--- src/rtl/core/top_two_pair_invariant_mass_macros.svh ---
// Assertion macros for the two-shower invariant mass block.
// Included by modules that carry concurrent checks; needs i_clk and i_rst_n in scope.
`ifndef TOP_TWO_PAIR_INVARIANT_MASS_MACROS_SVH
`define TOP_TWO_PAIR_INVARIANT_MASS_MACROS_SVH
`ifndef SYNTHESIS
`define TPIM_ASSERT(name, prop) \
    name: assert property (@(posedge i_clk) disable iff (!i_rst_n) prop) \
        else $error("tpim check failed");
`define TPIM_ASSERT_NEXT(name, pre, post) \
    name: assert property (@(posedge i_clk) disable iff (!i_rst_n) (pre) |=> (post)) \
        else $error("tpim sequence check failed");
`else
`define TPIM_ASSERT(name, prop)
`define TPIM_ASSERT_NEXT(name, pre, post)
`endif
`endif

--- src/rtl/core/tpim_pkg.sv ---
// Shared types and constants for the two-shower invariant mass block.
// No dependencies; used by the front, queue, back and top modules.
package tpim_pkg;

    localparam int MaxShowersDef = 256;
    localparam int QueueDepth    = 2;
    localparam int OneQ14        = 16384;
    localparam int RootSteps     = 32;
    localparam int DivSteps      = 47;

    typedef struct packed {
        logic             valid;
        logic [23:0]      lead_energy;
        logic [23:0]      sub_energy;
        logic [7:0]       lead_index;
        logic [7:0]       sub_index;
        logic [15:0]      lead_dedx;
        logic [15:0]      sub_dedx;
        logic [2:0][15:0] lead_dir;
        logic [2:0][15:0] sub_dir;
    } t_event;

    typedef struct packed {
        logic        pair_valid;
        logic [23:0] lead_energy;
        logic [23:0] sub_energy;
        logic [7:0]  lead_index;
        logic [7:0]  sub_index;
        logic [15:0] lead_dedx;
        logic [15:0] sub_dedx;
        logic [15:0] cos_opening;
        logic [23:0] pair_mass;
    } t_result;

    typedef enum logic [3:0] {
        S_IDLE, S_DOT, S_NORM, S_ROOT_N, S_DIV, S_EMUL, S_EMUL2, S_ROOT_M, S_DONE
    } t_back_state;

endpackage

--- src/rtl/core/tpim_queue.sv ---
// Two-entry event queue between the front end and the arithmetic back end.
// Depends on tpim_pkg for the event type.
module tpim_queue import tpim_pkg::*; (
    input  logic   i_clk,
    input  logic   i_rst_n,
    input  logic   i_push,
    input  t_event i_evt,
    input  logic   i_take,
    output logic   o_full,
    output logic   o_avail,
    output t_event o_evt
);

    localparam int PW = $clog2(QueueDepth);

    t_event            r_mem [QueueDepth];
    logic [PW-1:0]     r_wr, r_rd;
    logic [PW:0]       r_cnt;

    assign o_full  = r_cnt == (PW+1)'(QueueDepth);
    assign o_avail = r_cnt != '0;
    assign o_evt   = r_mem[r_rd];

    always_ff @(posedge i_clk) begin
        if (i_push) begin
            r_mem[r_wr] <= i_evt;
        end
    end

    always_ff @(posedge i_clk) begin
        if (!i_rst_n) begin
            r_wr  <= '0;
            r_rd  <= '0;
            r_cnt <= '0;
        end else begin
            if (i_push) begin
                r_wr <= r_wr + PW'(1);
            end
            if (i_take) begin
                r_rd <= r_rd + PW'(1);
            end
            case ({i_push, i_take})
                2'b10:   r_cnt <= r_cnt + (PW+1)'(1);
                2'b01:   r_cnt <= r_cnt - (PW+1)'(1);
                default: r_cnt <= r_cnt;
            endcase
        end
    end

endmodule

--- config.mk ---
export PLATFORM = sky130hd
export DESIGN_NAME = tpim_queue
export DESIGN_NICKNAME = d
export VERILOG_FILES = /design/src/rtl/core/top_two_pair_invariant_mass_macros.svh /design/src/rtl/core/tpim_pkg.sv /design/src/rtl/core/tpim_queue.sv
export SDC_FILE = /design/constraint.sdc
export NUM_CORES = 1
export LEC_CHECK = 0
export ABC_AREA = 0
export BUFFER_PORTS_ARGS = -buffer_cell sky130_fd_sc_hd__buf_2
export CELL_PAD_IN_SITES_DETAIL_PLACEMENT = 0
export CELL_PAD_IN_SITES_GLOBAL_PLACEMENT = 2
export CORE_ASPECT_RATIO = 1.2
export CORE_MARGIN = 1.5
export CORE_UTILIZATION = 35
export CTS_CLUSTER_SIZE = 25
export DETAILED_ROUTE_END_ITERATION = 16
export GPL_ROUTABILITY_DRIVEN = 0
export GPL_TIMING_DRIVEN = 0
export PLACE_DENSITY_LB_ADDON = 0.12
export SYNTH_ARGS = -nofsm -noshare
export SYNTH_HDL_FRONTEND = slang
export SYNTH_SLANG_ARGS = --single-unit
--- constraint.sdc ---
create_clock -name i_clk -period 17.3 [get_ports i_clk]
set_input_delay 5.19 -clock i_clk [delete_from_list [all_inputs] [get_ports i_clk]]
set_output_delay 5.19 -clock i_clk [all_outputs]
set_load 0.005 [all_outputs]
==> results.ini <==
[outcome]
status=finished clean

[worst_setup_path]
worst_ep_required_time_ns=12.11
cpPeakStageDelay_ns=0.37
worst_ep_arrival_time_ns=1.91
cp_cell_sequence=buf_4 > buf_6 > mux2_2 > buf_2
slowest_stage=dfxtp_1
rr_startpoint=r_wr
rr_worst_depth=4
reg2reg_to=r_mem[0][41]
crit_end=o_evt[67]
cp.buffers_inverters=3
r2r_slack_ns=15.49
critPathCaptureType=primary output
path_delay_family=buffers and inverters
worst-path-stages=4
path_class=register to primary output
startpoint_type=register
path_max_fanout=10

[yosys]
synth_top_family_by_area=multiplexers
yosysWarnings=0
syn_area_um2=14200
yosysTopAreaCell=edfxtp_1
synth_xor_area_share_pct=0.185
synthSimpleGateAreaFrac_pct=0.397
synthDistinctLibCells=19
synthAdderAreaFrac_pct=0.0881
synth_compound_area_share_pct=0.141
syn_area_per_cell_um2=22.8
synth_top_cell_area_share_pct=81.6
muxShareOfSynthArea_pct=15.3
ys_ff_latch=391
synth_area_leaders=edfxtp_1, mux2_2, buf_6, dfxtp_1, and2_1
netlist_instances=622
seq_area_frac_synth_pct=82.3
synth_fp_nets=820

[finish]
layout.nets=1267
multi_input_area_um2=2300
drive_above_1_share_pct=61.3
fin_util_pct=46.1
fillers=3635
seqCellArea_um2=11700
syn2layout_area_growth_pct=29.5

[cts]
cts-htree-levels=2
postCtsSetupBuffers=0
cts_root_buffer=clkbuf_16
cts_tree=done
cts_max_path_buffers=3
post_cts_resized=0
cts_hold_buffers=0
cts_buffers=42
cts.clk_slew.worst_paths_ns=0.06
clk_latency_ns=0.53
clkSinkCount=391

[place]
pre_cts_slack_ns=10.44
dp_hpwl_mm=21.9
io_buffers=391

[die]
floorplan.initialDensity_pct=35.6
ios=392
die_w_um=187
row_count=80
fp.dieH_um=224
coreArea_um2=39800
dieArea_um2=41800

[global_routing]
grt_pass1_wl_mm=46.1
busiest_layer=met2
grtUsageMet3_pct=5.30
grt_pass1_vias=7546
grt.overflow.total=0
grt_use_met1_pct=16.1
grt_start_max_net_pins=54
use_met2_pct=26.6
grtUsageTotal_pct=14.7
antenna_found_initial=4

[power]
power_mw=2.14
peakVddDrop_mv=0.0790
powerDensity_nw_per_um2=116
p_leak_nw=6.84

[min_path]
holdCritPathClass=register to register
min_from=r_cnt[1]

[timing]
fin_crit_sh_pct=41.1
finalSetupViolations=0
slew_viol_final=0
report.final.hold_viol_count=0
rsz0062_at_grt=false
skew_ns=0.00826
fin_ws_ns=10.20
worst_slew_pin_slew_ns=0.556
fmax_ghz=0.141
min_period_ns=7.10
slew_headroom_pct=62.9
hold_slack_ns=0.510

[detailed_routing]
avgRoutedWirePerCell_um=19.0
ant_nets=0
dr.pass1.iters=4
via_per_inst=4.46
wirelength_mm=31.0
vias=7284
dr.first_iter.drc_count=243
drc=0

[run]
maxCapViolCount=0

==> per-stage QoR <==
| step | instances | setup TNS (ns) | cell area [um2] |
|---|---|---|---|
| 3_3_place_gp | 1546 | -528.68 | 16800 |
| 3_5_place_dp | 1558 | 0 | 17100 |
| 4_1_cts | 1631 | 0 | 18400 |
| 6_report | 1633 | 0 | 18400 |
| 2_1_floorplan | 622 | 0 | 14200 |
| 5_1_grt | 1632 | 0 | 18400 |
==> flip-flops by register name, indices dropped and copies added, names as in the netlist, named ones only <==
name   count
r_wr       1
r_mem    386
r_cnt      2
r_rd       1
==> synth_stat cells (all sizes together) <==
| master | count |
|---|---|
| a21boi | 1 |
| and2 | 4 |
| and2b | 1 |
| buf | 21 |
| dfxtp | 5 |
| edfxtp | 386 |
| ha | 1 |
| inv | 1 |
| mux2 | 193 |
| nor2 | 1 |
| nor2b | 1 |
| o21a | 1 |
| o21ai | 1 |
| or2 | 1 |
| or3 | 1 |
| xnor2 | 2 |
| xor2 | 1 |
==> how the worst min path moves through the flow <==
| stage | endpoint | slack (ns) | depth (start not counted) |
|---|---|---|---|
| after floorplan | r_cnt[1] | 0.46 | 2 |
| after global placement | r_cnt[1] | 0.49 | 2 |
| after detailed placement | r_cnt[1] | 0.50 | 2 |
| after CTS | r_cnt[1] | 0.52 | 2 |
| after global routing | r_cnt[1] | 0.58 | 2 |
| final | r_cnt[1] | 0.51 | 2 |
==> layer usage <==
metal  share of wire (%)  up-vias
met5               0.087        -
met4                 1.9        4
li1                    -     3384
met1                  37     3605
met2                  53      247
met3                 8.2       44
==> power by group <==
group / switching, mW / internal [mW] / total, mW
Clock: 0.335 / 0.483 / 0.818
Combinational: 0.102 / 0.110 / 0.212
Sequential: 0.00937 / 1.10 / 1.10
Total: 0.446 / 1.69 / 2.14
==> layout make-up <==
cell class / instances / share of cell area, %
clock inverter: 13 / 0.483
tap: 533 / 3.63
clock buffer: 60 / 6.36
sequential: 391 / 63.6
buffer: 21 / 1.18
inverter: 1 / 0.0204
timing repair buffer: 403 / 12.2
multi-input combinational: 209 / 12.5
antenna: 2 / 0.0272
==> worst min-delay path, delay by kind of cell, from the launching register on <==
family / cells / cell delay, ns
compound gates: 2 / 0.14
flops: 1 / 0.32
==> logic make-up after synthesis <==
family          count (synthesis)
mux                           193
simple gates                    9
buf+inv                        22
fa+ha+maj                       1
xor+xnor                        3
flops                         391
compound gates                  3
==> cells in the final DEF, fill, tap and decap left out, drive strengths merged <==
master    n
buf     424
edfxtp  386
mux2    193
clkbuf   60
clkinv   10
dfxtp     5
and2      4
inv       3
diode     2
xnor2     2
or2       1
xor2      1
and2b     1
nor2      1
nor2b     1
o21a      1
o21ai     1
or3       1
a21boi    1
ha        1
bufinv    1
No activity file was read; power rests on OpenSTA's default activity.
