`config.mk`:
```
export PLATFORM = sky130hd
export DESIGN_NAME = tpim_front
export DESIGN_NICKNAME = d
export VERILOG_FILES = /design/src/rtl/core/top_two_pair_invariant_mass_macros.svh /design/src/rtl/core/tpim_pkg.sv /design/src/rtl/core/tpim_front.sv
export SDC_FILE = /design/constraint.sdc
export NUM_CORES = 1
export LEC_CHECK = 0
export ABC_CLOCK_PERIOD_IN_PS = 5540
export BUFFER_PORTS_ARGS = -buffer_cell sky130_fd_sc_hd__clkbuf_2
export CAP_MARGIN = 20
export CELL_PAD_IN_SITES_DETAIL_PLACEMENT = 0
export CELL_PAD_IN_SITES_GLOBAL_PLACEMENT = 2
export CORE_MARGIN = 3
export CORE_UTILIZATION = 36
export CTS_BUF_LIST = sky130_fd_sc_hd__clkbuf_4
export DETAILED_ROUTE_END_ITERATION = 16
export GPL_ROUTABILITY_DRIVEN = 0
export PLACE_DENSITY_LB_ADDON = 0.1
export SKIP_LAST_GASP = 1
export SLEW_MARGIN = 0
export SYNTH_ARGS = -nofsm -noshare
export SYNTH_HDL_FRONTEND = slang
export SYNTH_SLANG_ARGS = --single-unit
```
`constraint.sdc`:
```
create_clock -name i_clk -period 5.54 [get_ports i_clk]
set_clock_uncertainty 0.15 [all_clocks]
set_input_delay 0.277 -clock i_clk [delete_from_list [all_inputs] [get_ports i_clk]]
set_output_delay 0.277 -clock i_clk [all_outputs]
set_load 0.005 [all_outputs]
```
`src/rtl/core/top_two_pair_invariant_mass_macros.svh`:
```
// Assertion macros for the two-shower invariant mass block.
// Included by modules that carry concurrent checks; needs i_clk and i_rst_n in scope.
`ifndef TOP_TWO_PAIR_INVARIANT_MASS_MACROS_SVH
`define TOP_TWO_PAIR_INVARIANT_MASS_MACROS_SVH
`ifndef SYNTHESIS
`define TPIM_ASSERT(name, prop) \
    name: assert property (@(posedge i_clk) disable iff (!i_rst_n) prop) \
        else $error("tpim check failed");
`define TPIM_ASSERT_NEXT(name, pre, post) \
    name: assert property (@(posedge i_clk) disable iff (!i_rst_n) (pre) |=> (post)) \
        else $error("tpim sequence check failed");
`else
`define TPIM_ASSERT(name, prop)
`define TPIM_ASSERT_NEXT(name, pre, post)
`endif
`endif

```
`src/rtl/core/tpim_pkg.sv`:
```
// Shared types and constants for the two-shower invariant mass block.
// No dependencies; used by the front, queue, back and top modules.
package tpim_pkg;

    localparam int MaxShowersDef = 256;
    localparam int QueueDepth    = 2;
    localparam int OneQ14        = 16384;
    localparam int RootSteps     = 32;
    localparam int DivSteps      = 47;

    typedef struct packed {
        logic             valid;
        logic [23:0]      lead_energy;
        logic [23:0]      sub_energy;
        logic [7:0]       lead_index;
        logic [7:0]       sub_index;
        logic [15:0]      lead_dedx;
        logic [15:0]      sub_dedx;
        logic [2:0][15:0] lead_dir;
        logic [2:0][15:0] sub_dir;
    } t_event;

    typedef struct packed {
        logic        pair_valid;
        logic [23:0] lead_energy;
        logic [23:0] sub_energy;
        logic [7:0]  lead_index;
        logic [7:0]  sub_index;
        logic [15:0] lead_dedx;
        logic [15:0] sub_dedx;
        logic [15:0] cos_opening;
        logic [23:0] pair_mass;
    } t_result;

    typedef enum logic [3:0] {
        S_IDLE, S_DOT, S_NORM, S_ROOT_N, S_DIV, S_EMUL, S_EMUL2, S_ROOT_M, S_DONE
    } t_back_state;

endpackage

```
`src/rtl/core/tpim_front.sv`:
```
// Front end: tracks the two most energetic showers of the current event.
// Depends on tpim_pkg; hands finished events to the queue.
module tpim_front import tpim_pkg::*; #(
    parameter int MAX_SHOWERS = MaxShowersDef
) (
    input  logic        i_clk,
    input  logic        i_rst_n,
    input  logic        i_take,
    input  logic [23:0] i_shower_energy,
    input  logic [15:0] i_shower_dedx,
    input  logic [15:0] i_dir_x,
    input  logic [15:0] i_dir_y,
    input  logic [15:0] i_dir_z,
    input  logic        i_last_shower,
    output logic        o_evt_push,
    output t_event      o_evt
);

    localparam int CW = $clog2(MAX_SHOWERS + 1);

    logic [CW-1:0]    r_count, n_count;
    t_event           r_st, n_st;
    logic             in_range;
    logic [CW+7:0]    count_ext;
    logic [2:0][15:0] dir;

    assign in_range  = r_count < CW'(MAX_SHOWERS);
    assign count_ext = {8'd0, r_count};
    assign dir       = {i_dir_z, i_dir_y, i_dir_x};

    always_comb begin
        n_st    = r_st;
        n_count = r_count;
        if (in_range) begin
            n_count = r_count + CW'(1);
            if (i_shower_energy > r_st.lead_energy) begin
                n_st.sub_energy  = r_st.lead_energy;
                n_st.sub_index   = r_st.lead_index;
                n_st.sub_dedx    = r_st.lead_dedx;
                n_st.sub_dir     = r_st.lead_dir;
                n_st.lead_energy = i_shower_energy;
                n_st.lead_index  = count_ext[7:0];
                n_st.lead_dedx   = i_shower_dedx;
                n_st.lead_dir    = dir;
            end else if (i_shower_energy > r_st.sub_energy) begin
                n_st.sub_energy  = i_shower_energy;
                n_st.sub_index   = count_ext[7:0];
                n_st.sub_dedx    = i_shower_dedx;
                n_st.sub_dir     = dir;
            end
        end
        n_st.valid = n_count >= CW'(2);
    end

    assign o_evt      = n_st;
    assign o_evt_push = i_take && i_last_shower;

    always_ff @(posedge i_clk) begin
        if (!i_rst_n) begin
            r_st    <= '0;
            r_count <= '0;
        end else if (i_take) begin
            if (i_last_shower) begin
                r_st    <= '0;
                r_count <= '0;
            end else begin
                r_st    <= n_st;
                r_count <= n_count;
            end
        end
    end

endmodule

```
==> results of run 1 <==
repair_timing:
action / CTS / global route
endpoints found under the hold margin: 183 / 0
gates resized for setup: 0 / 0
hold buffers: 93 / 0
metrics by stage:
step / setup WS, ns / instance area [sq um] / power (mW) / utilization / cells
floorplan: 2.357 / 11560 / 2.135 / - / 1217
detailed placement: 1.124 / 13150 / 2.530 / 0.4222 / 1793
global route: 0.1361 / 14790 / 4.126 / 0.4747 / 1990
global placement: 1.149 / 13150 / 2.533 / 0.4222 / 1793
CTS: 0.4001 / 14780 / 3.958 / 0.4746 / 1988
finish: 0.4979 / 14790 / 3.899 / 0.4747 / 1990
worst max-delay path by stage:
stage / start / to / slack (ns)
2_1_floorplan: r_st[179] / o_evt[138] / 2.36
6_report: r_st[187] / o_evt[145] / 0.50
3_5_place_dp: i_shower_energy[19] / o_evt[145] / 1.12
5_1_grt: r_st[187] / o_evt[145] / 0.14
3_3_place_gp: i_shower_energy[11] / o_evt[145] / 1.15
4_1_cts: r_st[187] / o_evt[145] / 0.40
layout make-up:
class / instances / share of cell area
multi-input combinational: 837 / 0.4610
timing repair buffer: 400 / 0.1723
clock buffer: 83 / 0.04214
clock inverter: 19 / 0.005161
sequential: 201 / 0.2724
tap: 396 / 0.03351
antenna: 2 / 0.0003384
inverter: 52 / 0.01320
power groups by stage:
stage	registers (mW)	logic, mW	clock network [mW]
after global placement	1.56	0.976	0
after detailed placement	1.56	0.973	0
final	1.53	1.02	1.36
after global routing	1.53	1.11	1.49
after CTS	1.52	1.03	1.41
after floorplan	1.55	0.588	0
metal layers:
metal / part of all wire / GRT usage / wire [microns] / vias up
li1: - / - / - / 5361
met3: 0.060 / 0.04988 / 2496 / 73
met4: 0.025 / 0.06933 / 1029 / 2
met2: 0.45 / 0.3721 / 18720 / 353
met1: 0.47 / 0.3235 / 19420 / 5308
met5: 0.00031 / 0 / 13 / -
cell usage after synthesis, types with 13 or more instances:
cell type and count:
mux2_2 95, a22o_1 96, nand4_1 13, o2bb2ai_1 193
nand2_1 86, nor3_1 28, ha_1 49, a21oi_1 97
a41oi_1 23, clkbuf_1 71, nor2_1 19, dfxtp_1 201
mux2i_1 74, inv_1 52, buf_2 36
state kept, by name, summed over array words and instances (netlist names):
register / count
r_count: 9
r_st: 192
layout by cell type (no fill, tap or decap), drive strengths merged, types with 2 or more instances in the layout:
master	count
clkbuf	368
dfxtp	201
o2bb2ai	193
a21oi	97
a22o	96
mux2	95
dlygate4sd3	93
nand2	86
mux2i	74
inv	53
ha	49
nor3	29
a41oi	23
buf	22
nor2	19
clkinv	18
nand4	14
nand3	9
o21ai	8
nor4	4
o21a	3
a21o	3
o211ai	3
nor2b	3
xnor2	3
diode	2
o31ai	2
a31oi	2
and3	2
a22oi	2
or3	2
a2111oi	2
worst max-delay path: stages (launching register included):
cell	delay, ns
dfxtp_1	0.35
inv_1	0.06
ha_1	0.30
a21oi_1	0.15
o21a_1	0.14
o211ai_1	0.20
nor4b_4	0.32
buf_4	0.34
or3_4	0.58
and2_4	0.74
buf_4	0.37
o2bb2ai_1	0.20
clkbuf_2	0.17
cell families after synthesis:
kind of cell             Yosys count
buffers and inverters            179
adder cells (fa/ha/maj)           49
XOR/XNOR                           4
AO/OA/AOI/OAI                    441
multiplexers                     169
flip-flops                       201
AND/OR/NAND/NOR                  174
==> results.json, run 1 <==
{
  "status": "finished clean",
  "async_reset_ff_frac": 0,
  "core_sq_um": 31150,
  "synth_nets": 1358,
  "hold_start": "i_shower_dedx[14]",
  "drt_iter0_drc": 678,
  "fp-row-count": 64,
  "synth_top_family_by_area": "compound AO/OA/AOI/OAI gates",
  "synth_compound_area_frac": 0.2990,
  "worstSkewPairLatency_ns": 0.68,
  "fmax_ghz": 0.1983,
  "post-dp-hpwl_microns": 26320,
  "antenna_left": 0,
  "drc": 0,
  "setup_tns_ns": 0,
  "hold-path-cell-count": 3,
  "cp_max_fo": 52,
  "post_cts_buffers": 0,
  "start_util": 0.3710,
  "rsz0062_at_grt": "false",
  "num_vias": 11097,
  "fill_cells": 3112,
  "dominantRegCellSynth": "dfxtp_1",
  "wirelength_microns": 41680,
  "cts_sinks": 201,
  "die_x_microns": 185.2,
  "seq_area_frac_synth": 0.3482,
  "multi_input_area_sq_um": 6818,
  "cts_tree": "done",
  "p_comb_frac": 0.261,
  "max_cap_viol_count": 0,
  "grt_start_max_net_pins": 80,
  "r2r-end": "r_st[114]",
  "finalHoldViolCount": 0,
  "dieArea_sq_um": 34290,
  "die_h_microns": 185.2,
  "path_class": "reg2out",
  "drv_slew": 0,
  "synthCells": 1217,
  "synthAdderAreaFrac": 0.05305,
  "powerDensity_nw_per_um2": 263.6,
  "setup_violations": 0,
  "io_pins": 286,
  "synth_xor_area_frac": 0.003031,
  "pwr-share-clk": 0.348,
  "seqCellArea_sq_um": 4028,
  "reg2reg_slack_ns": 1.20,
  "finalCritPeriodShare": 0.9101,
  "clockBufferDepth": 3,
  "synthToLayoutAreaGrowth_pct": 27.95,
  "cts-root-buf": "clkbuf_4",
  "max-vdd-ir-drop_mv": 0.1247,
  "p_sw_frac": 0.3255,
  "routedWlPerCell_microns": 20.94,
  "worstMarginPinSlew_ns": 1.017,
  "grt_pass1_wl_microns": 64290,
  "syn_area_per_cell_sq_um": 9.497,
  "synth_top_area_frac": 0.3482,
  "leakage_nw": 6.251,
  "htreeDepth": 2,
  "hold_slack_ns": 0.2313,
  "synth_top_area_cell": "dfxtp_1",
  "p_int_mw": 2.630,
  "grt_pass1_vias": 11233,
  "drive_above_1_share": 0.3153,
  "track_usage": 0.2352,
  "synth_simple_gate_area_frac": 0.06994,
  "synth_edf_count": 0,
  "synthMuxAreaShare": 0.1567,
  "synth_warnings": 0,
  "rr_worst_depth": 11,
  "fin_crit_ns": 5.042,
  "nets": 1690,
  "r2r-start": "r_st[187]",
  "min_path_type": "in2reg",
  "ys_types": 48,
  "power_frac_seq": 0.392,
  "cts_buffers": 57,
  "synthTopCellsByArea": "dfxtp_1, o2bb2ai_1, mux2_2",
  "end_kind": "output port",
  "synth-seq-cells": 201,
  "syn-cell-area_sq_um": 11560,
  "cp-start-kind": "register",
  "routed_via_density": 5.576,
  "min_to": "r_st[126]",
  "firstDrtPassIters": 5,
  "antenna_found_initial": 3,
  "clkSlewWorstSetupHoldPaths_ns": 0.07,
  "overflow": 0,
  "required_ns": 5.11,
  "numPortBuffers": 285,
  "worst_ep_arrival_time_ns": 4.62,
  "relSlewSlack": 0.3220,
  "switching_power_mw": 1.269
}
No activity file was read; power rests on OpenSTA's default activity.
==> run 2: changes to the inputs <==
--- a/config.mk
+++ b/config.mk
@@ -10,7 +10,7 @@
 export CAP_MARGIN = 20
 export CELL_PAD_IN_SITES_DETAIL_PLACEMENT = 0
 export CELL_PAD_IN_SITES_GLOBAL_PLACEMENT = 2
-export CORE_MARGIN = 3
+export CORE_MARGIN = 10
 export CORE_UTILIZATION = 36
 export CTS_BUF_LIST = sky130_fd_sc_hd__clkbuf_4
 export DETAILED_ROUTE_END_ITERATION = 16
==> results.json, run 2 (synthesized netlist as in run 1, its figures left out) <==
{
  "status": "finished clean",
  "overflow": 0,
  "fp-row-count": 65,
  "top_regs": "r_st: 192 flops, r_count: 9 flops",
  "worstSkewPairLatency_ns": 0.74,
  "ctsResizeCount": 0,
  "cts_tree": "done",
  "firstDrtPassIters": 4,
  "drt_iter0_drc": 499,
  "regMostFlops": "r_st",
  "grt_pass1_wl_microns": 68340,
  "synthToLayoutAreaGrowth_pct": 29.85,
  "max_stage_delay_ns": 0.68,
  "cp_max_fo": 49,
  "setup_tns_ns": 0,
  "rsz0062_at_grt": "false",
  "clockBufferDepth": 3,
  "fin_crit_ns": 5.053,
  "cts_buffers": 60,
  "r2r-end": "r_st[181]",
  "cts-root-buf": "clkbuf_4",
  "grt_pass1_vias": 11609,
  "fmax_ghz": 0.1979,
  "layout_setup_ws_ns": 0.4866,
  "routedWlPerCell_microns": 22.10,
  "num_vias": 11280,
  "start_util": 0.3653,
  "min_path_type": "in2reg",
  "min_to": "r_st[66]",
  "worstMarginPinSlew_ns": 1.047,
  "drive_above_1_share": 0.3111,
  "worst_ep_arrival_time_ns": 4.63,
  "die_x_microns": 199.2,
  "die_h_microns": 199.2,
  "hold_start": "i_dir_y[2]",
  "finalCritPeriodShare": 0.9122,
  "leakage_nw": 6.354,
  "antenna_found_initial": 1,
  "nets": 1705,
  "clkSlewWorstSetupHoldPaths_ns": 0.07,
  "dpl_cell_area_sq_um": 13230,
  "cp_slowest_cell": "nor4b_4",
  "hold-path-cell-count": 3,
  "max_cap_viol_count": 0,
  "r2r-start": "r_st[191]",
  "powerDensity_nw_per_um2": 265.4,
  "io_pins": 286,
  "pre_cts_slack_ns": 1.187,
  "cp-start-kind": "register",
  "routed_via_density": 5.620,
  "cts_sinks": 201,
  "end_kind": "output port",
  "relSlewSlack": 0.3021,
  "required_ns": 5.11,
  "dieArea_sq_um": 39670,
  "wirelength_microns": 44360,
  "final_common_cell": "clkbuf_2",
  "htreeDepth": 2,
  "hold_slack_ns": 0.1810,
  "fin_area_sq_um": 15010,
  "post-dp-hpwl_microns": 28580,
  "track_usage": 0.2162,
  "finalPower_mw": 3.982,
  "numPortBuffers": 285,
  "grt_start_max_net_pins": 82,
  "antenna_left": 0,
  "drv_slew": 0,
  "rr_worst_depth": 11,
  "drc": 0,
  "finalHoldViolCount": 0,
  "path_cells": "inv_1 -> ha_1 -> a41o_1 -> a21oi_1 -> o32ai_2 -> nor4b_4 -> or3_4 -> and2_4 -> buf_12 -> o2bb2ai_1 -> clkbuf_2",
  "core_sq_um": 31640,
  "largest_reg_flops": 192,
  "setup_violations": 0,
  "path_class": "reg2out",
  "final_cell_mix": "clkbuf_2, dfxtp_1, o2bb2ai_1, dlygate4sd3_1, a21oi_1",
  "max-vdd-ir-drop_mv": 0.1436,
  "reg2reg_slack_ns": 1.01
}
-- run 2: worst max path at each step --
stage                        start    endpoint  slack, ns
4_1_cts                  r_st[179]    o_evt[5]       0.45
6_report                 r_st[179]    o_evt[0]       0.49
3_3_place_gp   i_shower_energy[11]    o_evt[5]       1.20
5_1_grt                  r_st[179]    o_evt[5]       0.22
3_5_place_dp   i_shower_energy[11]    o_evt[8]       1.19
2_1_floorplan            r_st[179]  o_evt[138]       2.36
-- run 2: critical path, delay by kind of cell, from the launching register on --
kind	cells	cell delay, ns
and+or+nand+nor	3	1.79
AOI/OAI and AO/OA	4	0.83
DFF	1	0.36
adders and majority gates	1	0.31
buffers and inverters	3	0.58
-- run 2: layout make-up --
class | instances | area (sq um)
Fill cell | 3148 | 16630
Antenna cell | 1 | 2.502
Multi-Input combinational cell | 837 | 6818
Sequential cell | 201 | 4028
Clock inverter | 23 | 122.6
Clock buffer | 79 | 593.1
Tap cell | 402 | 503.0
Inverter | 52 | 195.2
Timing Repair Buffer | 412 | 2745
-- run 2: per-layer routing --
metal  part of all wire  global-route usage
met3              0.070             0.05685
met2               0.46              0.3476
met1               0.45              0.2797
met4              0.019             0.05821
met5                  0                   0
-- run 2: through the flow --
stage,cells,utilization
6_report,2007,0.4744
5_1_grt,2007,0.4744
4_1_cts,2006,0.4743
3_5_place_dp,1798,0.4181
3_3_place_gp,1798,0.4181
2_1_floorplan,1217,-
-- run 2: report_power, final --
group | total [mW] | switching (mW) | internal, mW
Sequential | 1.53 | 0.0334 | 1.49
Clock | 1.40 | 0.699 | 0.706
Combinational | 1.05 | 0.584 | 0.469
-- run 2: repair_timing --
item | in CTS | in global routing
hold buffers | 106 | 0
setup buffers | 0 | 0
endpoints found under the hold margin | 184 | 0
==> run 3: changes to the inputs <==
--- a/config.mk
+++ b/config.mk
@@ -5,13 +5,14 @@
 export SDC_FILE = /design/constraint.sdc
 export NUM_CORES = 1
 export LEC_CHECK = 0
+export ABC_AREA = 1
 export ABC_CLOCK_PERIOD_IN_PS = 5540
 export BUFFER_PORTS_ARGS = -buffer_cell sky130_fd_sc_hd__clkbuf_2
 export CAP_MARGIN = 20
 export CELL_PAD_IN_SITES_DETAIL_PLACEMENT = 0
 export CELL_PAD_IN_SITES_GLOBAL_PLACEMENT = 2
 export CORE_MARGIN = 10
-export CORE_UTILIZATION = 36
+export CORE_UTILIZATION = 32
 export CTS_BUF_LIST = sky130_fd_sc_hd__clkbuf_4
 export DETAILED_ROUTE_END_ITERATION = 16
 export GPL_ROUTABILITY_DRIVEN = 0
==> results.json, run 3 <==
{
  "status": "finished clean",
  "final_cell_mix": "nand2_1, nand3_1, clkbuf_2, inv_1, a21oi_1",
  "top_regs": "r_st: 192 flops, r_count: 9 flops",
  "rsz0062_at_grt": "false",
  "worstSkewPairLatency_ns": 0.77,
  "drc": 0,
  "overflow": 0,
  "synth_commonest_cells": "nand2_1, nand3_1, inv_1, a21oi_1, dfxtp_1",
  "synth_top_area_cell": "dfxtp_1",
  "finalCritPeriodShare": 0.8203,
  "synth_top_area_frac": 0.2846,
  "grt_pass1_vias": 15278,
  "num_vias": 15919,
  "cts_buffers": 69,
  "min_path_type": "reg2reg",
  "cts_tree": "done",
  "firstDrtPassIters": 5,
  "grt_start_max_net_pins": 132,
  "dieArea_sq_um": 52990,
  "routed_via_density": 4.814,
  "regMostFlops": "r_st",
  "fp-row-count": 76,
  "wirelength_microns": 58040,
  "clkSlewWorstSetupHoldPaths_ns": 0.07,
  "worst_ep_arrival_time_ns": 4.12,
  "synth_edf_count": 0,
  "drt_iter0_drc": 980,
  "cp_max_fo": 66,
  "cts_sinks": 201,
  "setup_violations": 0,
  "routedWlPerCell_microns": 17.55,
  "syn-cell-area_sq_um": 14140,
  "numPortBuffers": 285,
  "setup_tns_ns": 0,
  "dominantRegCellSynth": "dfxtp_1",
  "drv_slew": 0,
  "leakage_nw": 8.329,
  "drive_above_1_share": 0.2025,
  "nets": 2813,
  "synth_warnings": 0,
  "dpl.cell_count": 3085,
  "track_usage": 0.2112,
  "synth_nets": 2504,
  "grt_pass1_wl_microns": 89670,
  "fmax_ghz": 0.2201,
  "synthCells": 2363,
  "io_pins": 286,
  "cp-start-kind": "register",
  "seq_area_frac_synth": 0.2846,
  "fin_cells": 3307,
  "die_h_microns": 230.2,
  "hold_slack_ns": 0.3116,
  "synthTopCellsByArea": "dfxtp_1, nand2_1, nand3_1",
  "largest_reg_flops": 192,
  "antenna_found_initial": 2,
  "cts-root-buf": "clkbuf_4",
  "yosysMostFrequentCell": "nand2_1",
  "fin_crit_ns": 4.544,
  "final_common_cell": "nand2_1",
  "die_x_microns": 230.2,
  "post-dp-hpwl_microns": 34950,
  "max_cap_viol_count": 0,
  "clockBufferDepth": 3,
  "core_sq_um": 43360,
  "multi_input_area_sq_um": 8324,
  "seqCellArea_sq_um": 4028,
  "end_kind": "output port",
  "relSlewSlack": 0.2804,
  "powerDensity_nw_per_um2": 272.4,
  "max-vdd-ir-drop_mv": 0.1326,
  "antenna_left": 0,
  "final_core_util": 0.4051,
  "required_ns": 5.11,
  "path_class": "reg2out",
  "async_reset_ff_frac": 0,
  "finalHoldViolCount": 0,
  "fill_cells": 4824,
  "ctsResizeCount": 0,
  "synthToLayoutAreaGrowth_pct": 24.24,
  "syn_area_per_cell_sq_um": 5.983,
  "synth-seq-cells": 201,
  "htreeDepth": 3,
  "ys_types": 32,
  "start_util": 0.3261,
  "worstMarginPinSlew_ns": 1.079
}
-- run 3: cells by family (layout without fill, tap and decap cells) --
| group | count (synthesis) | after routing | synth area share |
|---|---|---|---|
| simple gates | 1366 | 1366 | 0.3967 |
| buf+inv | 419 | 772 | 0.1281 |
| compound gates | 323 | 323 | 0.1442 |
| flops | 201 | 201 | 0.2846 |
| fa+ha+maj | 49 | 49 | 0.04336 |
| xor+xnor | 5 | 5 | 0.003097 |
| other cells | 0 | 6 | 0 |
-- run 3: path summary, 6_finish.rpt --
| path | startpoint | endpoint | slack (ns) | depth (start not counted) |
|---|---|---|---|---|
| setup / recovery | r_st[189] | o_evt[118] | 1.0 | 11 |
| hold / removal | r_st[112] | r_st[112] | 0.31 | 2 |
| setup reg to reg | r_st[189] | r_st[60] | 1.20 | 14 |
| hold reg to reg | r_st[112] | r_st[112] | 0.31 | 2 |
-- run 3: cell type report --
cell class | instances | area share
Antenna cell | 6 | 0.0008548
Sequential cell | 201 | 0.2293
Clock inverter | 4 | 0.002351
Tap cell | 585 | 0.04167
Multi-Input combinational cell | 1743 | 0.4739
Clock buffer | 111 | 0.04744
Timing Repair Buffer | 406 | 0.1502
Inverter | 251 | 0.05435
-- run 3: worst max-delay path, stage by stage, from the launching register on --
cell and delay, ns:
dfxtp_1 0.33, inv_1 0.08, ha_1 0.32, a21oi_1 0.14, o21ai_0 0.09, nor2_1 0.26, nand3_4 0.40, nand3_4 0.38
buf_4 0.77, nor2_1 0.11, a21oi_2 0.23, clkbuf_2 0.16
-- run 3: layer usage --
metal | vias to the layer above | share of wire | GRT usage
met3 | 87 | 0.056 | 0.05060
met2 | 374 | 0.45 | 0.3341
met4 | 0 | 0.023 | 0.06064
met5 | - | 0 | 0
met1 | 7360 | 0.47 | 0.2797
li1 | 8098 | - | -
-- run 3: repair_timing --
item,4_1_cts,5_1_grt
endpoints found under the hold margin,199,0
hold buffers,101,0
setup buffers,0,0
-- run 3: where the power goes --
group | switching (mW) | leakage [nW] | internal [mW]
Clock | 0.760 | 0.538 | 0.937
Sequential | 0.0435 | 1.63 | 1.51
Combinational | 0.975 | 6.16 | 0.554
-- run 3: metrics by stage --
step                      setup slack [ns]  cell area [sq um]  total power [mW]
after floorplan                      3.228              14140             2.516
after CTS                           0.8700              17550             4.888
after global routing                0.6514              17560             5.134
after detailed placement             1.694              15670             3.087
after global placement               1.722              15670             3.083
final                               0.9957              17570             4.785
